$ cat config.mk
export PLATFORM = sky130hd
export DESIGN_NAME = tts_sqrt_cell
export DESIGN_NICKNAME = d
export VERILOG_FILES = /design/src/rtl/core/travel_time_solver_unit_defines.svh /design/src/rtl/core/tts_pkg.sv /design/src/rtl/core/tts_sqrt_cell.sv
export SDC_FILE = /design/constraint.sdc
export NUM_CORES = 1
export LEC_CHECK = 0
export BUFFER_PORTS_ARGS = -buffer_cell sky130_fd_sc_hd__buf_2
export CAP_MARGIN = 20
export CORE_AREA = 2 2 227 229
export CTS_BUF_LIST = sky130_fd_sc_hd__clkbuf_2 sky130_fd_sc_hd__clkbuf_4 sky130_fd_sc_hd__clkbuf_8
export CTS_CLUSTER_DIAMETER = 80
export DETAILED_ROUTE_END_ITERATION = 7
export DIE_AREA = 0 0 229 231
export SLEW_MARGIN = 20
export SYNTH_ARGS = -nofsm -noshare
export SYNTH_HDL_FRONTEND = slang
export SYNTH_SLANG_ARGS = --single-unit
$ cat constraint.sdc
create_clock -name clk_i -period 0.8 [get_ports clk_i]
set_input_delay 0.08 -clock clk_i [delete_from_list [all_inputs] [get_ports clk_i]]
set_output_delay 0.08 -clock clk_i [all_outputs]
set_load 0.01 [all_outputs]
$ cat src/rtl/core/travel_time_solver_unit_defines.svh
// ----------------------------------------------------------------------------
// travel_time_solver_unit_defines: assertion macros
// Shared concurrent assertion forms, clocked on clk_i, off during reset.
// ----------------------------------------------------------------------------
`ifndef TRAVEL_TIME_SOLVER_UNIT_DEFINES_SVH
`define TRAVEL_TIME_SOLVER_UNIT_DEFINES_SVH

// same-cycle implication
`define TTS_ASSERT_IMPL(lbl, ante, cons, msg) \
  lbl: assert property (@(posedge clk_i) disable iff (!rst_ni) (ante) |-> (cons)) \
    else $error(msg);

// next-cycle implication
`define TTS_ASSERT_NEXT(lbl, ante, cons, msg) \
  lbl: assert property (@(posedge clk_i) disable iff (!rst_ni) (ante) |=> (cons)) \
    else $error(msg);

`endif

$ cat src/rtl/core/tts_pkg.sv
// ----------------------------------------------------------------------------
// tts_pkg
// Widths and sideband types shared by the travel time solver modules.
// ----------------------------------------------------------------------------
`timescale 1ns / 1ps
package tts_pkg;

  localparam int DW   = 48;            // data width
  localparam int FB   = 16;            // fraction bits
  localparam int HW   = (DW + 1) / 2;  // half operand width for partial products
  localparam int RW   = 2 * DW;        // radicand width
  localparam int SRW  = DW + 2;        // square root remainder width
  localparam int DENW = DW + 1;        // divisor width
  localparam int NW   = DW + FB + 1;   // dividend width
  localparam int RDW  = DW + 2;        // division remainder width

  localparam logic [DW-1:0] T_MAX = '1;

  // item data carried alongside the square root chain
  typedef struct packed {
    logic [DW-1:0] dlen;
    logic [DW-1:0] speed;
    logic          azero;
    logic          zero;
    logic          inf;
  } tts_sqrt_side_t;

  // item flags carried alongside the division chain
  typedef struct packed {
    logic zero;
    logic inf;
    logic sat;
  } tts_div_side_t;

  // one finished result
  typedef struct packed {
    logic [DW-1:0] ttime;
    logic          inf;
    logic          sat;
  } tts_res_t;

endpackage

$ cat src/rtl/core/tts_sqrt_cell.sv
// ----------------------------------------------------------------------------
// tts_sqrt_cell
// One digit of the integer square root: brings down two radicand bits.
// ----------------------------------------------------------------------------
`timescale 1ns / 1ps
module tts_sqrt_cell (
  input  logic                     clk_i,
  input  logic                     rst_ni,
  input  logic                     en_i,
  input  logic                     valid_i,
  input  logic [tts_pkg::RW-1:0]   rad_i,
  input  logic [tts_pkg::DW-1:0]   root_i,
  input  logic [tts_pkg::SRW-1:0]  rem_i,
  input  tts_pkg::tts_sqrt_side_t  side_i,
  output logic                     valid_o,
  output logic [tts_pkg::RW-1:0]   rad_o,
  output logic [tts_pkg::DW-1:0]   root_o,
  output logic [tts_pkg::SRW-1:0]  rem_o,
  output tts_pkg::tts_sqrt_side_t  side_o
);
  import tts_pkg::*;

  logic [SRW-1:0] rs, trial;
  logic           ge;

  // trial subtraction of 4*root + 1
  always_comb begin
    rs    = {rem_i[SRW-3:0], rad_i[RW-1 -: 2]};
    trial = {root_i, 2'b01};
    ge    = (rs >= trial);
  end

  always_ff @(posedge clk_i or negedge rst_ni) begin
    if (!rst_ni) begin
      valid_o <= 1'b0;
    end else if (en_i) begin
      valid_o <= valid_i;
    end
  end

  always_ff @(posedge clk_i) begin
    if (en_i) begin
      rad_o  <= rad_i << 2;
      root_o <= {root_i[DW-2:0], ge};
      rem_o  <= ge ? (rs - trial) : rs;
      side_o <= side_i;
    end
  end

endmodule

# Word-level counts from Yosys, hierarchy flattened
# Cells that the tools add are included.
[word_totals]
regBits = 292
input_bits = 297
elab_cells = 12
[classes]
add_sub_neg = 1
muxes = 1
order_cmp = 1
[ops]
columns = ["cell", "n"]
rows = [
  ["greater-or-equal comparator 50 bit", 1],
  ["2-to-1 mux 50 bit", 1],
  ["subtractor 50 bit", 1],
]

# Depth between registers and ports, before layout
[depth]
word_depth = 2
ltp_mapped = 16
mapped_depth_nobuf = 12

# Least setup slack after synthesis
# OpenSTA, ideal clock, no wires.
[synth_path]
path_type = "input to register"
start = "in root_i[10] in the netlist's numbering"
end = "reg rem_o[18] in the netlist's numbering, data pin"
t_required_ps = 540
arrival_ps = 3106
setup_ps = 260
n_path_buf = 4
cell_stages = 16
setup_slack_ps = -2566
cell_sequence = "inv_1 ha_1 buf_2 nand4_1 or3_4 a2111o_1 a31oi_4 o211ai_2 and3b_4 o2111a_1 or2_1 buf_6 inv_6 buf_12 buf_12 mux2_4"
[synth_via]
elab_chain_cells = 2
word_cells_on_any_way = 3
cone_classes = "1 x add/sub; 1 x order compare; 1 x mux"
[synth_lines]
columns = ["element", "line", "text"]
rows = [
  ["from (decl)", "tts_sqrt_cell.sv:12", "input logic [tts_pkg::DW-1:0] root_i,"],
  ["subtractor 50 bit / greater-or-equal comparator 50 bit (equally long branches)", "tts_sqrt_cell.sv:45, tts_sqrt_cell.sv:30", ""],
  ["2-to-1 mux 50 bit (*)", "tts_sqrt_cell.sv:45", "rem_o <= ge ? (rs - trial) : rs;"],
  ["to (signal assigned)", "tts_sqrt_cell.sv:45", ""],
  ["to (decl)", "tts_sqrt_cell.sv:18", "output logic [tts_pkg::SRW-1:0] rem_o,"],
]
# Mark *: on every way between the ends. The rest lies on a longest branch, timed or not.
# A chain may end at the register's enable or synchronous reset.

# Worst setup path in the final report
[layout_path]
start = "in root_i[10] in the netlist's numbering"
end = "reg rem_o[35] in the netlist's numbering, data pin"
# Same word-level chain as after synthesis.

==> impl_summary.txt <==
----------------------------------------------------
[Status]
  Result of the run ... finished with violations
  Failing checks ... hold timing, setup timing

[CTS]
  Maximum level of the CTS H-tree ... 2
  Clock transition at the registers of the reported paths ... ~60 ps
  Longest Clk Path Bufs ... 3
  CTS Sinks ... between 200 and 300
  Number of CTS-inserted buffers ... 53
  Skew-Pair Late Insertion Delay ... 600 ps
  TritonCTS clock tree ... done
  Root buffer selected by CTS ... sky130_fd_sc_hd__clkbuf_8

[Drt]
  Per-cell via count in the routed design ... around 4.3
  Routed wire per std cell ... around 19 um
  DR iter-0 viols ... around 570
  Via total after detailed routing ... approximately 12000
  First-pass iteration count of the detailed router ... 5
  Final antenna-violating net count ... 0
  Residual DRC count ... 0
  Aggregate routed wire length ... 52.4 mm

[Final layout]
  Area added between synthesis and finish ... 80.8%
  Non-filler instance count after layout ... around 2800
  Post-route design area ... 23000 um2
  Final core utilization ... 0.455
  FILL cells ... between 4000 and 5000
  Net count, final ... ~2400
  Share of layout cells above drive strength 1 ... 0.479

[Worst setup path]
  Worst reg-to-reg path cell count ... 1
  Peak fanout along the critical path ... 22
  Critical path cell sequence ... buf_8 -> inv_4 -> ha_4 -> nand4_1 -> or3_4 -> a2111o_1 -> a31oi_4 -> o211ai_2 -> and3b_4 -> o2111a_1 -> or2_4 -> clkinv_8 -> buf_16 -> mux2_4
  Type of element launching the critical path ... input port
  Worst Setup Path Type ... input port to register
  Arrival time worst endpoint ... about 3000 ps
  Worst stage delay on the critical path ... about 380 ps
  Critical Path Slowest Stage Cell ... sky130_fd_sc_hd__or3_4
  Critical Path Sink Type ... register
  Data required time at the worst endpoint ... 1160 ps

[Logic synthesis]
  Library cell with the largest summed area after synthesis ... sky130_fd_sc_hd__edfxtp_1
  Mean area per synthesized cell ... between 10 and 15 um2
  Most common cell in the synthesized netlist ... sky130_fd_sc_hd__edfxtp_1
  Fraction of registers with async set/reset ... 0.00342
  Post-Synthesis Cell Area ... between 10000 and 15000 um2
  Commonest cells in the synthesized netlist ... sky130_fd_sc_hd__edfxtp_1 (291), sky130_fd_sc_hd__inv_1 (67), sky130_fd_sc_hd__a21oi_1 (65), sky130_fd_sc_hd__ha_1 (50), sky130_fd_sc_hd__nand2_1 (45)
  Number of enable-type register cells in the synthesized netlist ... a little under 300
  Number of storage elements in the synthesis netlist ... 292
  Sequential cell area fraction in the yosys report ... 0.688
  Cell types occupying the most area after synthesis ... sky130_fd_sc_hd__edfxtp_1 (69%), sky130_fd_sc_hd__ha_1 (4.9%), sky130_fd_sc_hd__mux2_4 (3.4%)
  Primary FF master, synth ... sky130_fd_sc_hd__edfxtp_1
  Synth warnings ... 0
  Area share of the leading cell type in the synthesized netlist ... 0.686
  Cell variety after synth ... 59
  Gate count of the mapped netlist ... around 860

[STA]
  Unrepaired setup endpoints after global routing ... yes
  Final hold violation count ... 8
  Post-layout worst setup margin ... -1850 ps
  Max Clk Rate ... roughly 0.38 GHz
  Worst hold slack across all endpoints ... -43.5 ps
  Final critical delay including setup and external delays ... roughly 2600 ps
  Max-slew violation count ... 0
  Sum Neg Setup Slack ... -213060 ps
  Final setup violation count ... 362
  Post-Route Skew ... 0 ps
  Final period utilization ... 3.31

[Global route]
  Initial antenna violation count ... 18
  Maximum number of pins on one net before global-route repair ... 32
  All-Layer GR Usage ... 0.190
  Number of global-route vias before repair ... roughly 13000
  Total congestion overflow ... 0
  First-pass GRT wire length ... roughly 76 mm

[Die]
  Initial Util ... 0.251
  Row count ... 83
  Count of pins on the block boundary ... 591
  Die width ... approximately 230 um
  DIE HEIGHT ... ~230 um
  Area of the placeable core ... 50700 um2
  Die footprint ... 52900 um2

[Placed design]
  Final HPWL from detailed placement ... around 40 mm
  DP Cell Count ... roughly 2300
  IO buf count ... about 590
  Post-Place Cell Area ... ~18000 um2
  Setup WS pre-CTS ... -2600 ps
  Placer Congestion ... about 0.89

[Worst hold path]
  Type of the tightest min-delay check ... input port to register
  Number of cells on the worst hold path ... 2

[Power and ir drop]
  Static power due to leakage ... about 10 nW
  Power Dens Cells ... 1910 nW/um2
  Worst ir drop on vdd ... 1.29 mV

[Flow run]
  Number of max-cap violations ... 0

----------------------------------------------------
## repair_timing
action | CTS | global route
gates cloned | 2 | 0
pin swaps | 1 | 2
hold buffers | 304 | 1
setup buffers | 3 | 1
resized for setup | 79 | 39
setup endpoints to repair | 343 | 407
hold endpoints to repair | 381 | 24
## critical path, delay by kind of cell
family                   cells  cell delay [ps]
multiplexers                 1              320
AND/OR/NAND/NOR              4             1020
adder cells (fa/ha/maj)      1              250
AO/OA/AOI/OAI                4              920
buffers and inverters        4              380
## cells in the final DEF (no fill, tap or decap), types with 4 or more instances in the layout
cell type / n
sky130_fd_sc_hd__mux2_4: 39
sky130_fd_sc_hd__buf_8: 4
sky130_fd_sc_hd__a21oi_1: 64
sky130_fd_sc_hd__buf_2: 540
sky130_fd_sc_hd__xor2_1: 19
sky130_fd_sc_hd__o21ai_0: 35
sky130_fd_sc_hd__edfxtp_1: 291
sky130_fd_sc_hd__buf_12: 10
sky130_fd_sc_hd__clkbuf_4: 16
sky130_fd_sc_hd__inv_1: 63
sky130_fd_sc_hd__clkbuf_8: 54
sky130_fd_sc_hd__and2_1: 6
sky130_fd_sc_hd__nor2_1: 27
sky130_fd_sc_hd__nand3_1: 16
sky130_fd_sc_hd__dlygate4sd3_1: 302
sky130_fd_sc_hd__xnor2_1: 25
sky130_fd_sc_hd__diode_2: 9
sky130_fd_sc_hd__ha_1: 43
sky130_fd_sc_hd__a21o_1: 16
sky130_fd_sc_hd__mux2_2: 8
sky130_fd_sc_hd__o21a_1: 5
sky130_fd_sc_hd__nor3_1: 10
sky130_fd_sc_hd__buf_4: 237
sky130_fd_sc_hd__ha_4: 7
sky130_fd_sc_hd__clkinv_1: 18
sky130_fd_sc_hd__o21bai_1: 10
sky130_fd_sc_hd__and3_1: 10
sky130_fd_sc_hd__nand2b_1: 4
sky130_fd_sc_hd__a31oi_1: 9
sky130_fd_sc_hd__nand4_1: 15
sky130_fd_sc_hd__buf_6: 44
sky130_fd_sc_hd__o211ai_1: 9
sky130_fd_sc_hd__nand2_1: 45
## final timing paths
| path | start | end | slack, ps |
|---|---|---|---|
| max | root_i[10] | rem_o[35] | -1850 |
| min | en_i | rad_o[51] | -40 |
| max reg2reg | valid_o | valid_o | 70 |
| min reg2reg | valid_o | valid_o | 500 |
| max in group asynchronous | rst_ni | valid_o | 380 |
| min in group asynchronous | rst_ni | valid_o | 310 |
## stage by stage
step	power, mW	hold WS [ps]
2_1_floorplan	22.9	-216
3_3_place_gp	27.7	-145
3_5_place_dp	27.8	-142
4_1_cts	44.1	-92.5
5_1_grt	45.9	-88.6
6_report	43.9	-43.5
## layer usage
metal  global-route usage  vias to the layer above  routed length [um]
met5                    0                        -                  60
li1                     -                     5594                   -
met3               0.0598                      104                3950
met4               0.0921                       10                2160
met2                0.332                      456               26600
met1                0.210                     5793               19600
## kinds of logic after synthesis
kind of cell / share of synthesized area
other: 0.000294
adder cells (fa/ha/maj): 0.0491
multiplexers: 0.0516
buffers and inverters: 0.0360
XOR/XNOR: 0.0302
flip-flops: 0.688
AND/OR/NAND/NOR: 0.0581
AO/OA/AOI/OAI: 0.0868
## sequential cells by signal, indices dropped and copies added, names as in the netlist
| name | flops |
|---|---|
| rem_o | 50 |
| valid_o | 1 |
| rad_o | 94 |
| root_o | 48 |
| side_o | 99 |
## report_power, final
part	switching, mW	internal (mW)	total (mW)
registers	0.491	18.5	18.9
clock network	6.45	8.01	14.5
logic	4.89	5.62	10.5
total	11.8	32.1	43.9
## cell type report
class / count / area (um2) / share of cell area
Antenna cell: 9 / 22.5 / 0.000977
Clock buffer: 70 / 863 / 0.0375
Clock inverter: 28 / 211 / 0.00918
Inverter: 68 / 280 / 0.0122
Multi-Input combinational cell: 472 / 3690 / 0.160
Sequential cell: 292 / 8760 / 0.380
Tap cell: 680 / 851 / 0.0369
Timing Repair Buffer: 1142 / 8360 / 0.363
Power figures use the tool's default switching activity.
