$ cat src/rtl/core/travel_time_solver_unit_defines.svh
// ----------------------------------------------------------------------------
// travel_time_solver_unit_defines: assertion macros
// Shared concurrent assertion forms, clocked on clk_i, off during reset.
// ----------------------------------------------------------------------------
`ifndef TRAVEL_TIME_SOLVER_UNIT_DEFINES_SVH
`define TRAVEL_TIME_SOLVER_UNIT_DEFINES_SVH

// same-cycle implication
`define TTS_ASSERT_IMPL(lbl, ante, cons, msg) \
  lbl: assert property (@(posedge clk_i) disable iff (!rst_ni) (ante) |-> (cons)) \
    else $error(msg);

// next-cycle implication
`define TTS_ASSERT_NEXT(lbl, ante, cons, msg) \
  lbl: assert property (@(posedge clk_i) disable iff (!rst_ni) (ante) |=> (cons)) \
    else $error(msg);

`endif

$ cat src/rtl/core/tts_pkg.sv
// ----------------------------------------------------------------------------
// tts_pkg
// Widths and sideband types shared by the travel time solver modules.
// ----------------------------------------------------------------------------
`timescale 1ns / 1ps
package tts_pkg;

  localparam int DW   = 48;            // data width
  localparam int FB   = 16;            // fraction bits
  localparam int HW   = (DW + 1) / 2;  // half operand width for partial products
  localparam int RW   = 2 * DW;        // radicand width
  localparam int SRW  = DW + 2;        // square root remainder width
  localparam int DENW = DW + 1;        // divisor width
  localparam int NW   = DW + FB + 1;   // dividend width
  localparam int RDW  = DW + 2;        // division remainder width

  localparam logic [DW-1:0] T_MAX = '1;

  // item data carried alongside the square root chain
  typedef struct packed {
    logic [DW-1:0] dlen;
    logic [DW-1:0] speed;
    logic          azero;
    logic          zero;
    logic          inf;
  } tts_sqrt_side_t;

  // item flags carried alongside the division chain
  typedef struct packed {
    logic zero;
    logic inf;
    logic sat;
  } tts_div_side_t;

  // one finished result
  typedef struct packed {
    logic [DW-1:0] ttime;
    logic          inf;
    logic          sat;
  } tts_res_t;

endpackage

$ cat src/rtl/core/tts_div_cell.sv
// ----------------------------------------------------------------------------
// tts_div_cell
// One quotient bit of restoring division: shift in a dividend bit, compare.
// ----------------------------------------------------------------------------
`timescale 1ns / 1ps
module tts_div_cell (
  input  logic                     clk_i,
  input  logic                     rst_ni,
  input  logic                     en_i,
  input  logic                     valid_i,
  input  logic [tts_pkg::DW-1:0]   num_i,
  input  logic [tts_pkg::DENW-1:0] den_i,
  input  logic [tts_pkg::DW-1:0]   quo_i,
  input  logic [tts_pkg::RDW-1:0]  rem_i,
  input  tts_pkg::tts_div_side_t   side_i,
  output logic                     valid_o,
  output logic [tts_pkg::DW-1:0]   num_o,
  output logic [tts_pkg::DENW-1:0] den_o,
  output logic [tts_pkg::DW-1:0]   quo_o,
  output logic [tts_pkg::RDW-1:0]  rem_o,
  output tts_pkg::tts_div_side_t   side_o
);
  import tts_pkg::*;

  logic [RDW-1:0] rs, dx;
  logic           ge;

  // compare shifted remainder against divisor
  always_comb begin
    rs = {rem_i[RDW-2:0], num_i[DW-1]};
    dx = RDW'(den_i);
    ge = (rs >= dx);
  end

  always_ff @(posedge clk_i or negedge rst_ni) begin
    if (!rst_ni) begin
      valid_o <= 1'b0;
    end else if (en_i) begin
      valid_o <= valid_i;
    end
  end

  always_ff @(posedge clk_i) begin
    if (en_i) begin
      num_o  <= num_i << 1;
      den_o  <= den_i;
      quo_o  <= {quo_i[DW-2:0], ge};
      rem_o  <= ge ? (rs - dx) : rs;
      side_o <= side_i;
    end
  end

endmodule

$ cat config.mk
export PLATFORM = sky130hd
export DESIGN_NAME = tts_div_cell
export DESIGN_NICKNAME = d
export VERILOG_FILES = /design/src/rtl/core/travel_time_solver_unit_defines.svh /design/src/rtl/core/tts_pkg.sv /design/src/rtl/core/tts_div_cell.sv
export SDC_FILE = /design/constraint.sdc
export NUM_CORES = 1
export LEC_CHECK = 0
export ABC_CLOCK_PERIOD_IN_PS = 1100
export BUFFER_PORTS_ARGS = -buffer_cell sky130_fd_sc_hd__buf_2
export CORE_AREA = 2 2 154 156
export CTS_BUF_LIST = sky130_fd_sc_hd__clkbuf_8
export DETAILED_ROUTE_END_ITERATION = 7
export DIE_AREA = 0 0 156 158
export HOLD_SLACK_MARGIN = 0.05
export PLACE_DENSITY = 0.71
export SYNTH_ARGS = -nofsm -noshare
export SYNTH_HDL_FRONTEND = slang
export SYNTH_SLANG_ARGS = --single-unit
export TNS_END_PERCENT = 5
$ cat constraint.sdc
create_clock -name clk_i -period 1.1 [get_ports clk_i]
set_clock_uncertainty 0.15 [all_clocks]
set_input_delay 0.22 -clock clk_i [delete_from_list [all_inputs] [get_ports clk_i]]
set_output_delay 0.22 -clock clk_i [all_outputs]
set_load 0.01 [all_outputs]
Yosys cells after proc, flatten, opt, wreduce, memory -nomap -nowiden
Index checks and enable logic that the tools add are counted.
{ "op_classes": {"n_lt_le_gt_ge": 1, "muxes": 1, "add_sub_neg": 1} }
{ "op_table": {"columns": ["cell", "n"], "rows": [
  ["$ge 50x49->1", 1],
  ["$mux 50", 1],
  ["$sub 50x49->50", 1]
]} }
{ "totals": {"out_inout_bits": 199, "reg_bits": 198, "in_bits": 202} }

Logic depth before layout (Yosys ltp)
Gate-level depths: netlist of the first run.
{ "depth": {"word_depth": 2, "mapped_depth": 14, "ltp_nobuf": 13} }

Worst setup path before layout of the first run
Ideal clock, no wire load.
{ "synth_path": {"kind": "input to register", "start": "in num_i[47] (netlist bit)", "end": "reg rem_o[19] (netlist bit), data pin", "path_stages": 13, "setup_ps": 260, "t_arrival_ps": 2888, "path_buffers": 1, "slack_ps": -2198, "path_cell_list": "inv_1 -> ha_1 -> inv_1 -> fa_1 -> a21o_1 -> a311o_1 -> a21oi_1 -> o211ai_1 -> a41oi_2 -> o31ai_4 -> a31oi_4 -> buf_6 -> mux2_2"} }
{ "synth_between": {"elab_chain_len": 2, "word_cells_on_any_way": 3, "cone_classes": "1 x add/sub; 1 x order compare; 1 x mux"} }
{ "synth_lines": {"columns": ["item", "line", "text"], "rows": [
  ["from (decl)", "tts_div_cell.sv:11", "input logic [tts_pkg::DW-1:0] num_i,"],
  ["$sub 50x49->50 or $ge 50x49->1 (tied branches)", "tts_div_cell.sv:48, tts_div_cell.sv:32", null],
  ["$mux 50 (*)", "tts_div_cell.sv:48", "rem_o <= ge ? (rs - dx) : rs;"],
  ["to (signal assigned)", "tts_div_cell.sv:48", null],
  ["to (decl)", "tts_div_cell.sv:20", "output logic [tts_pkg::RDW-1:0] rem_o,"]
]} }
Mark *: on every way between the ends. The rest lies on a longest branch, timed or not.
A chain may end at the register's enable or synchronous reset.

Worst setup path after layout of the first run
{ "layout_path": {"start": "in num_i[47] (netlist bit)", "end": "reg rem_o[34] (netlist bit), data pin"} }
{ "layout_between": {"elab_chain_len": 2, "word_cells_on_any_way": 3, "cone_classes": "1 x add/sub; 1 x order compare; 1 x mux"} }
{ "layout_lines": {"columns": ["item", "line", "text"], "rows": [
  ["$ge 50x49->1", "tts_div_cell.sv:32", "ge = (rs >= dx);"],
  ["net ge", "tts_div_cell.sv:26", "logic ge;"],
  ["$mux 50", "tts_div_cell.sv:48", null]
]} }
The timed path passes the listed nets, and every way through them passes these cells.

==> impl_metrics.env, run 1 <==
export IMPL_status="finished, violations left"
export IMPL_violations="negative hold slack, negative setup slack"
export IMPL_die_w_um=156
export IMPL_crit_fanout=5
export IMPL_max_stage_delay_ns=0.33
export IMPL_synth_top_area_share=0.617
export IMPL_cts_buffers=17
export IMPL_drt_initial_drc_count=766
export IMPL_drive_gt1_frac=0.460
export IMPL_regToRegSetupSlack_ns=0.19
export IMPL_slowest_stage="fa_2"
export IMPL_gp_congestion=0.865
export IMPL_cp_data_required_time_ns=1.16
export IMPL_hpwlAfterDp_mm=23.9
export IMPL_synthTopCellsByArea="edfxtp_1 (62%), ha_1 (6.4%), o21ai_0 (3.9%), nand2_1 (3.6%), a21oi_1 (3.2%)"
export IMPL_setup_tns_ns=-137.84
export IMPL_setup_viol=249
export IMPL_hold_slack_ns=-0.198
export IMPL_crit_type="in2reg"
export IMPL_grt_start_max_net_pins=24
export IMPL_setup_ws_ns=-1.74
export IMPL_area_delta_synth_final_pct=74.7
export IMPL_synth_seq_cells=198
export IMPL_grt_pass1_vias=10100
export IMPL_antenna_found_initial=4
export IMPL_hold_violations=1
export IMPL_crit_family="compound AO/OA/AOI/OAI gates"
export IMPL_slew_viol_final=0
export IMPL_io_buffers=397
export IMPL_dp_cells=1707
export IMPL_fp_dieArea_um2=24600
export IMPL_vias_per_cell=4.96
export IMPL_r2r_start="valid_o"
export IMPL_fin_crit_ns=2.84
export IMPL_grt_pass1_wl_mm=53.7
export IMPL_regArea_um2=5940
export IMPL_hold_depth=1
export IMPL_dpl_cell_area_um2=13900
export IMPL_hold_path_class="in2reg"
export IMPL_avgSynthCellArea_um2=12.1
export IMPL_initial_core_util=0.416
export IMPL_clockBufferDepth=2
export IMPL_fin_area_um2=16700
export IMPL_r2r_end="valid_o"
export IMPL_syn_cell_area_um2=9590
export IMPL_drv_cap=0
export IMPL_vias=9675
export IMPL_post_synth_top_count_cell="edfxtp_1"
export IMPL_clock_root_buffer="clkbuf_8"
export IMPL_setup_worst_path_end_class="flop"
export IMPL_cts_tree="built"
export IMPL_wl_per_cell_um=18.8
export IMPL_drc=0
export IMPL_cts_sinks=198
export IMPL_fp_dieH_um=158
export IMPL_p_leak_nw=7.64
export IMPL_rsz0062_at_grt="yes"
export IMPL_first_pass_iters=4
export IMPL_pin_count=401
export IMPL_min_from="den_i[0]"
export IMPL_startpoint_type="primary input"
export IMPL_multiInputGateArea_um2=3540
export IMPL_worstRegToRegCells=1
export IMPL_worstHoldEndpoint="den_o[0]"
export IMPL_ir_worst_vdd_mv=1.04
export IMPL_syn_nets=1046
export IMPL_num_rows=56
export IMPL_synth_cell_types=55
export IMPL_pwr_density_cell_nw_per_um2=1240
export IMPL_yosysWarningCount=0
export IMPL_worstPathArrival_ns=2.90
export IMPL_final_cells=1952
export IMPL_yosysTopAreaCell="edfxtp_1"
export IMPL_num_fill_cells=1519
export IMPL_timing_final_crit_share=2.58
export IMPL_wirelength_mm=36.6
export IMPL_ant_nets=0
export IMPL_synth_commonest_cells="edfxtp_1 (197), nand2_1 (91), o21ai_0 (75)"
export IMPL_critPathBufInv=6
export IMPL_seq_area_frac_synth=0.620
export IMPL_grt_use_total=0.286
export IMPL_syn_inst=794
export IMPL_grt_overflow_total=0
export IMPL_max_freq_ghz=0.352
export IMPL_fin_nets=1897
export IMPL_clock_latency_ns=0.46
export IMPL_coreArea_um2=23100
export IMPL_crit_chain="buf_12 > inv_12 > ha_4 > inv_2 > fa_2 > a21o_1 > a311o_1 > a21oi_2 > o211ai_1 > a41oi_2 > buf_4 > o31ai_4 > a31oi_4 > buf_6 > inv_4 > mux2_2"
export IMPL_cts_hold_buf=194
export IMPL_synth_edf_count=197
export IMPL_synthFlopType="edfxtp_1"
export IMPL_clk_pin_slew_worst_paths_ns=0.13
export IMPL_synth_async_sr_flop_share=0.00505
export IMPL_cts_htree_levels=4
export IMPL_totalPowerFinal_mw=20.8
through the flow:
| stage | setup slack, ns | utilization |
|---|---|---|
| 4_1_cts | -1.76 | 0.712 |
| 3_3_place_gp | -2.24 | 0.601 |
| 6_report | -1.74 | 0.727 |
| 2_1_floorplan | -1.95 | - |
| 5_1_grt | -1.75 | 0.726 |
| 3_5_place_dp | -2.31 | 0.601 |
final cells by class:
cell class / count / share of cell area
Clock inverter: 15 / 0.0107
Inverter: 64 / 0.0152
Antenna cell: 4 / 0.000598
Tap cell: 290 / 0.0217
Timing Repair Buffer: 861 / 0.372
Multi-Input combinational cell: 503 / 0.212
Sequential cell: 198 / 0.355
Clock buffer: 17 / 0.0140
report_power, final:
part / leakage, nW / switching [mW] / internal [mW] / total [mW]
combinational: 5.49 / 3.08 / 3.25 / 6.33
sequential: 1.94 / 0.240 / 9.19 / 9.43
clock: 0.210 / 3.23 / 1.78 / 5.01
logic make-up (layout without fill, tap and decap cells):
logic type | count (synthesis) | in the layout | share of synthesized area
simple gates | 189 | 189 | 0.0886
xor+xnor | 43 | 43 | 0.0393
buf+inv | 93 | 957 | 0.0397
other cells | 1 | 5 | 0.000391
mux | 9 | 9 | 0.0104
flops | 198 | 198 | 0.620
fa+ha+maj | 50 | 50 | 0.0660
compound gates | 211 | 211 | 0.136
what timing repair did:
action,in CTS,in global routing
hold endpoints to repair,199,8
resized for setup,46,64
cloned,2,1
endpoints found under the setup margin,249,250
setup buffers,6,6
pin swaps,19,17
layer usage:
metal  up-vias  GRT usage  routed length [µm]
li1       4625          -                   -
met1      4564      0.321               13900
met2       402      0.526               19200
met3        84     0.0676                2230
met4         0      0.110                1320
met5         -          0                   0
flip-flops by register name (all words and copies together) (netlist names):
register and cells:
side_o 3, valid_o 1, rem_o 50, num_o 47
quo_o 48, den_o 49
cell usage in the layout (no fill, tap or decap), drive strengths merged, types with 22 or more instances in the layout:
cell type / count
a21o: 26
a21oi: 62
buf: 666
dlygate4sd3: 193
edfxtp: 197
ha: 49
inv: 74
nand2: 91
nor2: 36
o21ai: 76
xnor2: 22
how the worst max path moves through the flow:
| stage | from | endpoint | slack [ns] | cells past startpoint |
|---|---|---|---|---|
| floorplan | num_i[47] | rem_o[19] | -1.95 | 13 |
| global placement | num_i[47] | rem_o[1] | -2.24 | 14 |
| detailed placement | num_i[47] | rem_o[29] | -2.31 | 15 |
| CTS | num_i[47] | rem_o[34] | -1.76 | 15 |
| global route | den_i[2] | rem_o[9] | -1.75 | 16 |
| finish | num_i[47] | rem_o[34] | -1.74 | 16 |
Power figures use the tool's default switching activity.
==> inputs of run 2 (changes only) <==
--- a/config.mk
+++ b/config.mk
@@ -6,7 +6,7 @@
 export NUM_CORES = 1
 export LEC_CHECK = 0
 export ABC_CLOCK_PERIOD_IN_PS = 1100
-export BUFFER_PORTS_ARGS = -buffer_cell sky130_fd_sc_hd__buf_2
+export BUFFER_PORTS_ARGS = -buffer_cell sky130_fd_sc_hd__clkbuf_2
 export CORE_AREA = 2 2 154 156
 export CTS_BUF_LIST = sky130_fd_sc_hd__clkbuf_8
 export DETAILED_ROUTE_END_ITERATION = 7
==> impl_metrics.env, run 2 (synthesis gave the netlist of run 1 again) <==
export IMPL_max_freq_ghz=0.354
export IMPL_startpoint_type="primary input"
export IMPL_pin_count=401
export IMPL_drc=0
export IMPL_vias=9749
export IMPL_ant_nets=0
export IMPL_drt_initial_drc_count=618
export IMPL_fin_nets=1893
export IMPL_setup_worst_path_end_class="flop"
export IMPL_utilization=0.718
export IMPL_max_stage_delay_ns=0.33
export IMPL_wirelength_mm=35.8
export IMPL_cp_data_required_time_ns=1.17
export IMPL_status="finished, violations left"
export IMPL_crit_chain="clkbuf_16 > inv_12 > ha_4 > inv_2 > fa_2 > a21o_1 > a311o_1 > a21oi_2 > o211ai_1 > a41oi_2 > o31ai_4 > a31oi_4 > buf_8 > buf_4 > buf_12 > o21ai_0"
export IMPL_slowest_stage="fa_2"
export IMPL_dpl_cell_area_um2=13800
export IMPL_hold_path_class="in2reg"
export IMPL_drv_cap=0
export IMPL_violations="negative setup slack"
export IMPL_fp_dieH_um=158
export IMPL_coreArea_um2=23100
export IMPL_num_fill_cells=1535
export IMPL_hpwlAfterDp_mm=23.7
export IMPL_grt_use_total=0.281
export IMPL_clock_latency_ns=0.47
export IMPL_worstRegToRegCells=1
export IMPL_antenna_found_initial=2
export IMPL_ir_worst_vdd_mv=0.877
export IMPL_rsz0062_at_grt="yes"
export IMPL_regToRegSetupSlack_ns=0.20
export IMPL_crit_type="in2reg"
export IMPL_io_buffers=397
export IMPL_cts_tree="built"
export IMPL_timing_final_crit_share=2.57
export IMPL_num_rows=56
export IMPL_fin_crit_ns=2.83
export IMPL_grt_overflow_total=0
export IMPL_setup_ws_ns=-1.73
export IMPL_wl_per_cell_um=18.4
export IMPL_initial_core_util=0.416
export IMPL_gp_congestion=0.887
export IMPL_clk_pin_slew_worst_paths_ns=0.11
export IMPL_layout_commonest_cell="clkbuf_2"
export IMPL_top_register="rem_o"
export IMPL_drive_gt1_frac=0.447
export IMPL_grt_pass1_wl_mm=52.9
export IMPL_critical_path_depth=16
export IMPL_crit_fanout=7
export IMPL_area_delta_synth_final_pct=72.7
export IMPL_fp_dieArea_um2=24600
export IMPL_hold_depth=3
export IMPL_fin_area_um2=16600
export IMPL_p_leak_nw=7.65
export IMPL_pwr_density_cell_nw_per_um2=1240
export IMPL_setup_viol=249
export IMPL_clockBufferDepth=2
export IMPL_critPathBufInv=6
export IMPL_totalPowerFinal_mw=20.5
export IMPL_slew_viol_final=0
export IMPL_crit_family="compound AO/OA/AOI/OAI gates"
export IMPL_cts_sinks=198
export IMPL_cts_htree_levels=4
export IMPL_hold_violations=0
export IMPL_reg_top3="rem_o x50, den_o x49, quo_o x48"
export IMPL_grt_start_max_net_pins=24
export IMPL_layout_common_cells="clkbuf_2 (373), buf_4 (248), edfxtp_1 (197), dlygate4sd3_1 (196), nand2_1 (89)"
export IMPL_grt_pass1_vias=10000
export IMPL_setup_tns_ns=-136.50
export IMPL_hold_slack_ns=0.0197
export IMPL_first_pass_iters=5
export IMPL_cts_buffers=17
export IMPL_vias_per_cell=5.01
export IMPL_clock_root_buffer="clkbuf_8"
export IMPL_largest_reg_flops=50
export IMPL_cts_hold_buf=196
export IMPL_worstPathArrival_ns=2.89
export IMPL_die_w_um=156
-- run 2: changes by cell type in the layout (fill, tap and decap cells not counted), sizes merged --
cell,previous run,this run
bufinv,0,1
clkbuf,18,395
inv,74,70
buf,666,283
dlygate4sd3,193,196
dlymetal6s4s,1,0
clkinvlp,0,2
diode,4,2
-- run 2: tightest hold or removal path: cells and delay by family --
family,cells,cell delay [ns]
buffers and inverters,2,0.20
multiplexers,1,0.12
-- run 2: through the flow --
stage	setup slack (ns)	instances
finish	-1.73	1945
global placement	-2.26	1706
CTS	-1.69	1938
floorplan	-1.95	794
detailed placement	-2.31	1706
global route	-1.76	1945
-- run 2: path summary, 6_finish.rpt --
check                          start   endpoint
setup / recovery           num_i[47]  rem_o[32]
hold / removal             rem_i[35]  rem_o[36]
setup reg to reg             valid_o    valid_o
hold reg to reg              valid_o    valid_o
max in group asynchronous     rst_ni    valid_o
min in group asynchronous     rst_ni    valid_o
-- run 2: layout make-up --
type / count / area, µm² / share of cell area
Clock inverter: 14 / 161 / 0.00975
Multi-Input combinational cell: 503 / 3450 / 0.208
Antenna cell: 2 / 5.00 / 0.000302
Sequential cell: 198 / 5940 / 0.359
Tap cell: 290 / 363 / 0.0219
Clock buffer: 17 / 234 / 0.0141
Timing Repair Buffer: 857 / 6150 / 0.371
Inverter: 64 / 255 / 0.0154
-- run 2: layer usage --
layer  track usage  vias up  routed length [µm]
met5             0        -                   0
met4         0.131        0                1510
met3        0.0745      104                2430
met2         0.498      404               18300
met1         0.318     4624               13500
li1              -     4617                   -
-- run 2: what timing repair did --
action                                 CTS  global route
setup endpoints to repair              249           249
endpoints found under the hold margin  200             4
setup buffers                            4             4
gates resized for setup                 27            69
gates cloned                             1             2
pin swaps                               15            12
-- run 2: report_power, final --
part / total (mW) / switching (mW) / leakage (nW) / internal (mW)
Combinational: 6.15 / 2.99 / 5.52 / 3.15
Sequential: 9.45 / 0.255 / 1.94 / 9.20
Clock: 4.91 / 3.01 / 0.194 / 1.89
